===== src/hdl/tdpt_pkg.sv =====
package tdpt_pkg;

  localparam int VALUE_WIDTH = 32;
  localparam int COUNT_WIDTH = $clog2(VALUE_WIDTH);

  typedef logic [VALUE_WIDTH-1:0] value_t;
  typedef logic [COUNT_WIDTH-1:0] count_t;

  typedef struct packed {
    logic   done;
    value_t quo;
    value_t rem;
  } div_res_t;

endpackage


===== src/hdl/tdpt_divider.sv =====
module tdpt_divider (
  input  logic               clk,
  input  logic               rst,
  input  logic               start,
  input  tdpt_pkg::value_t   dividend,
  input  tdpt_pkg::value_t   divisor,
  output tdpt_pkg::div_res_t res
);
  import tdpt_pkg::*;

  logic                 busy;
  logic                 done;
  count_t               count;
  value_t               rem;
  value_t               quo;
  value_t               dvs;
  logic [VALUE_WIDTH:0] trial;
  logic [VALUE_WIDTH:0] diff;

  assign trial = {rem, quo[VALUE_WIDTH-1]};
  assign diff  = trial - {1'b0, dvs};

  always_ff @(posedge clk) begin
    if (rst) begin
      busy <= 1'b0;
      done <= 1'b0;
    end else if (start) begin
      busy <= 1'b1;
      done <= 1'b0;
    end else if (busy) begin
      if (count == '0) begin
        busy <= 1'b0;
        done <= 1'b1;
      end
    end else begin
      done <= 1'b0;
    end
  end

  always_ff @(posedge clk) begin
    if (start) begin
      quo   <= dividend;
      rem   <= '0;
      dvs   <= divisor;
      count <= count_t'(VALUE_WIDTH - 1);
    end else if (busy) begin
      if (!diff[VALUE_WIDTH]) begin
        rem <= diff[VALUE_WIDTH-1:0];
        quo <= {quo[VALUE_WIDTH-2:0], 1'b1};
      end else begin
        rem <= trial[VALUE_WIDTH-1:0];
        quo <= {quo[VALUE_WIDTH-2:0], 1'b0};
      end
      count <= count - count_t'(1);
    end
  end

  assign res.done = done;
  assign res.quo  = quo;
  assign res.rem  = rem;

endmodule


===== config.mk =====
export PLATFORM = sky130hd
export DESIGN_NAME = tdpt_divider
export DESIGN_NICKNAME = d
export VERILOG_FILES = /design/src/hdl/tdpt_pkg.sv /design/src/hdl/tdpt_divider.sv
export SDC_FILE = /design/constraint.sdc
export NUM_CORES = 1
export LEC_CHECK = 0
export BUFFER_PORTS_ARGS = -buffer_cell sky130_fd_sc_hd__buf_2
export CORE_UTILIZATION = 43
export CTS_CLUSTER_SIZE = 30
export DETAILED_ROUTE_END_ITERATION = 6
export GPL_TIMING_DRIVEN = 0
export HOLD_SLACK_MARGIN = 0.1
export PLACE_DENSITY_LB_ADDON = 0.08
export SLEW_MARGIN = 20
export SYNTH_ARGS = -nofsm -noshare
export SYNTH_HDL_FRONTEND = slang
export SYNTH_SLANG_ARGS = --single-unit

===== constraint.sdc =====
create_clock -name clk -period 4.9 [get_ports clk]
set_clock_uncertainty 0.2 [all_clocks]
set_input_delay 0.98 -clock clk [delete_from_list [all_inputs] [get_ports clk]]
set_output_delay 0.98 -clock clk [all_outputs]
set_load 0.01 [all_outputs]

### Word level (Yosys, flattened, before mapping)

Index checks and enable logic that the tools add are counted.

| cells by class | value |
|---|---|
| reductions and logical operators | 3 |
| bitwise gates (word level) | 1 |
| mux-type cells | 7 |
| $add $sub $neg | 2 |

Operators by type and width:

| operator | count |
|---|---|
| 2-to-1 mux 32 bit | 3 |
| subtractor 33 x 32 -> 33 bit | 1 |
| zero test 5 bit | 1 |
| subtractor 5 x 1 -> 5 bit, second input constant | 1 |
| 2-to-1 mux 1 bit | 4 |
| OR reduction 3 bit | 1 |
| nonzero test 2 bit | 1 |
| inverter 1 bit | 1 |

| storage, ports and cells | value |
|---|---|
| word-level logic and storage cells | 19 |
| bits of input ports | 67 |
| register bits | 103 |
| output and inout port bits | 65 |

### Logic depth before layout (Yosys ltp)

| logic depth | value |
|---|---|
| word-level depth | 4 |
| depth in mapped cells | 15 |
| gate-level depth less buffers | 12 |

### Worst setup path after synthesis

OpenSTA, ideal clock, no wires.

| path | value |
|---|---|
| kind | register -> register |
| from | register quo[31] |
| to | register rem[26] |
| period minus slack after synthesis | 3.523 ns |
| arrival time | 3.260 ns |
| stages on the path, launching flop included | 14 |
| library setup time | 0.062 ns |
| path slack | 1.377 ns |
| path buffers | 1 |
| path through | edfxtp_1 inv_1 ha_1 fa_1 and2b_1 o31ai_1 a211o_1 and2_4 o41ai_4 o41ai_2 or2_0 buf_2 or4_1 nand3_1 |

| between the ends | value |
|---|---|
| longest elaborated chain between the ends | 2 |

RTL lines:

| element | RTL line | source |
|---|---|---|
| start, declared | tdpt_divider.sv:15 | `value_t quo;` |
| start signal, assigned | tdpt_divider.sv:42 | `quo <= dividend;` |
| start signal, assigned | tdpt_divider.sv:49 | `quo <= {quo[VALUE_WIDTH-2:0], 1'b1};` |
| start signal, assigned | tdpt_divider.sv:52 | `quo <= {quo[VALUE_WIDTH-2:0], 1'b0};` |
| subtractor 33 x 32 -> 33 bit | tdpt_divider.sv:21 | `assign diff = trial - {1'b0, dvs};` |
| 2-to-1 mux 32 bit | tdpt_divider.sv:47 | `if (!diff[VALUE_WIDTH]) begin` |
| end signal, assigned | tdpt_divider.sv:48 | `rem <= diff[VALUE_WIDTH-1:0];` |
| end signal, assigned | tdpt_divider.sv:51 | `rem <= trial[VALUE_WIDTH-1:0];` |
| end, declared | tdpt_divider.sv:14 | `value_t rem;` |

Every way passes these cells.
A chain may end at the register's enable or synchronous reset.

### Worst setup path in the final report

| path | value |
|---|---|
| from | register quo[31] |
| to | register rem[2] |

The elaborated chain is that of the path after synthesis.

==> flow_metrics.env <==
export IMPL_yosysMostFrequentCell="edfxtp_1"
export IMPL_reg2reg_from="quo[31]"
export IMPL_area_growth_pct=19.8
export IMPL_antenna_found_initial=0
export IMPL_diodes=0
export IMPL_cpMostUsedCell="buf_2"
export IMPL_dp_cells=875
export IMPL_synth_top_area_share_pct=32.9
export IMPL_rsz0062_at_grt="false"
export IMPL_hp_class="register to register"
export IMPL_max_stage_delay_ns=0.45
export IMPL_core_rowCount=42
export IMPL_cp_start_kind="register"
export IMPL_cts_resized=0
export IMPL_syn_area_mm2=0.00585
export IMPL_cts_root_buf="clkbuf_16"
export IMPL_ctsHoldBuffers=0
export IMPL_netlist_top_cells_count="edfxtp_1, nand2_1, nor2_1, inv_1, dfxtp_1"
export IMPL_grt_use_total_pct=20.6
export IMPL_yosys_top_cells_area="edfxtp_1, dfxtp_1, ha_1, mux2_2, mux2i_1"
export IMPL_synth_ff_latch_count=103
export IMPL_clockBufferDepth=2
export IMPL_cts_tree="done"
export IMPL_tightest_slew_ns=0.943
export IMPL_setup_tns_ns=0
export IMPL_cts_buffers_inserted=9
export IMPL_postCtsSetupBuffers=0
export IMPL_nNetsFinal=811
export IMPL_powerDensity_mw_per_mm2=315
export IMPL_place_hpwl_mm=10.6
export IMPL_min_delay_start="done"
export IMPL_drc=0
export IMPL_async_reset_ff_share_pct=0
export IMPL_peakVddDrop_uv=207
export IMPL_drtIter0Drc=246
export IMPL_drt_first_pass_iters=5
export IMPL_critical_path_class="register to register"
export IMPL_wire_per_inst_um=16.0
export IMPL_dp_slack_ns=0.928
export IMPL_clk_latency_ns=0.35
export IMPL_gr_total_overflow=0
export IMPL_worstHoldEndpoint="done"
export IMPL_hold_viol=0
export IMPL_max_cap_violations=0
export IMPL_drive_gt1_share_pct=27.6
export IMPL_die_y_um=119
export IMPL_die_w_um=119
export IMPL_postSynthCellCount=568
export IMPL_core_mm2=0.0132
export IMPL_place_congestion=0.910
export IMPL_ios=132
export IMPL_reg2reg_slack_ns=0.92
export IMPL_yosysSeqAreaShare_pct=46.2
export IMPL_min_period_ns=3.98
export IMPL_synth_nets=669
export IMPL_slew_limit_headroom_pct=36.4
export IMPL_h_tree_depth=3
export IMPL_syn_area_per_cell_um2=10.3
export IMPL_clk_pin_slew_ns=0.07
export IMPL_reg2reg_depth=15
export IMPL_setup_viol=0
export IMPL_grt_start_max_net_pins=34
export IMPL_yosysWarnings=0
export IMPL_status="completed"
export IMPL_timing_final_crit_share_pct=81.2
export IMPL_worstPathArrival_ns=4.04
export IMPL_critical_path_slowest_cell="o41ai_4"
export IMPL_viasPerCell=5.28
export IMPL_via_count=4704
export IMPL_setup_slack_ns=0.923
export IMPL_synthFlopType="edfxtp_1"
export IMPL_holdWs_ns=0.256
export IMPL_rr_endpoint="rem[2]"
export IMPL_final_max_slew_violation_count=0
export IMPL_start_util_pct=44.2
export IMPL_wl_mm=14.3
export IMPL_cp_end_kind="register"
export IMPL_crit_chain="inv_1 > ha_1 > fa_1 > and2b_1 > o31ai_1 > a211o_1 > and2_4 > o41ai_4 > a41o_1 > buf_2 > or2_0 > buf_2 > buf_4 > a21oi_1 > a211oi_1"
export IMPL_die_area_mm2=0.0141
export IMPL_holdPathStages=2
export IMPL_instances_no_fill=891
export IMPL_grt_first_pass_wirelength_mm=22.7
export IMPL_power_leakage_nw=3.01
export IMPL_synth_edff_count=64
export IMPL_grt_pass1_vias=4623
export IMPL_port_buffers=131
export IMPL_crit_fanout=10
export IMPL_fmax_mhz=251
export IMPL_synth_distinct_cells=62
export IMPL_cts_sinks=103
export IMPL_crit_required_ns=4.96
export IMPL_yosys_area_top_type="edfxtp_1"
export IMPL_postRouteAntennaNets=0
export IMPL_fillCellCount=1273
==> final cells by class <==
type / count / area, µm² / share of cell area (%)
plain buffers: 26 / 123 / 1.75
clock buffers: 10 / 229 / 3.27
clock inverters: 6 / 51.3 / 0.733
inverters: 42 / 158 / 2.25
multi-input cells: 397 / 2860 / 40.9
flip-flops and latches: 103 / 2700 / 38.6
well taps: 176 / 220 / 3.14
repair buffers: 131 / 656 / 9.36
==> logic make-up after synthesis <==
group | count (synthesis) | share of synthesized area, %
AOI/OAI and AO/OA | 143 | 16.9
buffers and inverters | 68 | 4.79
and+or+nand+nor | 147 | 12.0
adders and majority gates | 34 | 7.40
xor gates and xnor gates | 24 | 3.60
muxes | 49 | 9.05
DFF | 103 | 46.2
==> routing by layer <==
metal | track usage [%] | up-vias | share of wire (%) | wire [µm]
met4 | 5.78 | 0 | 1.2 | 177
li1 | - | 2358 | - | -
met3 | 6.08 | 13 | 5.9 | 836
met5 | 0 | - | 0 | 0
met1 | 26.8 | 2200 | 47 | 6720
met2 | 33.3 | 133 | 46 | 6560
==> worst max-delay path, delay by kind of cell (launching register included) <==
kind,cells,cell delay [ns]
compound gates,6,1.39
fa+ha+maj,2,0.60
buf+inv,4,0.72
flops,1,0.39
simple gates,3,0.58
==> report_power, final <==
part	switching, mW	leakage [nW]	total [mW]	internal [mW]
sequential	0.0389	0.955	1.04	0.998
clock	0.340	0.140	0.695	0.354
combinational	0.270	1.92	0.473	0.203
==> per-stage QoR <==
stage	cell area [µm²]	total power, mW	utilization, %
after floorplan	5850	1.37	-
after global placement	6720	1.52	50.8
after detailed placement	6720	1.53	50.8
after CTS	7000	2.23	52.9
after global routing	7000	2.32	52.9
final	7000	2.20	52.9
==> flip-flops by register name, summed over array words and instances, names as in the netlist <==
name   count
done       1
busy       1
count      5
dvs       32
rem       32
quo       32
==> cells in the final DEF, fill, tap and decap left out, drive strengths merged, types with 3 or more instances in the layout <==
cell type	count
clkbuf	24
ha	33
nor2b	5
buf	143
xor2	9
nor3	11
a211oi	24
mux2	31
nor2	46
xnor2	15
nand2	45
nand4	6
nand2b	9
o221ai	3
o21bai	4
o211ai	3
inv	46
a311oi	3
dfxtp	39
o41ai	4
and2	4
o21ai	31
edfxtp	64
nand3	5
mux2i	18
o31ai	5
a21o	7
o21a	8
a31oi	3
a21oi	34
==> worst max-delay path by stage <==
| stage | from | to | cells past startpoint |
|---|---|---|---|
| 6_report | quo[31] | rem[2] | 15 |
| 5_1_grt | quo[31] | rem[19] | 13 |
| 4_1_cts | quo[31] | rem[2] | 15 |
| 3_5_place_dp | quo[31] | rem[30] | 15 |
| 3_3_place_gp | start | quo[21] | 5 |
| 2_1_floorplan | quo[31] | rem[26] | 13 |
Power figures use the tool's default switching activity.
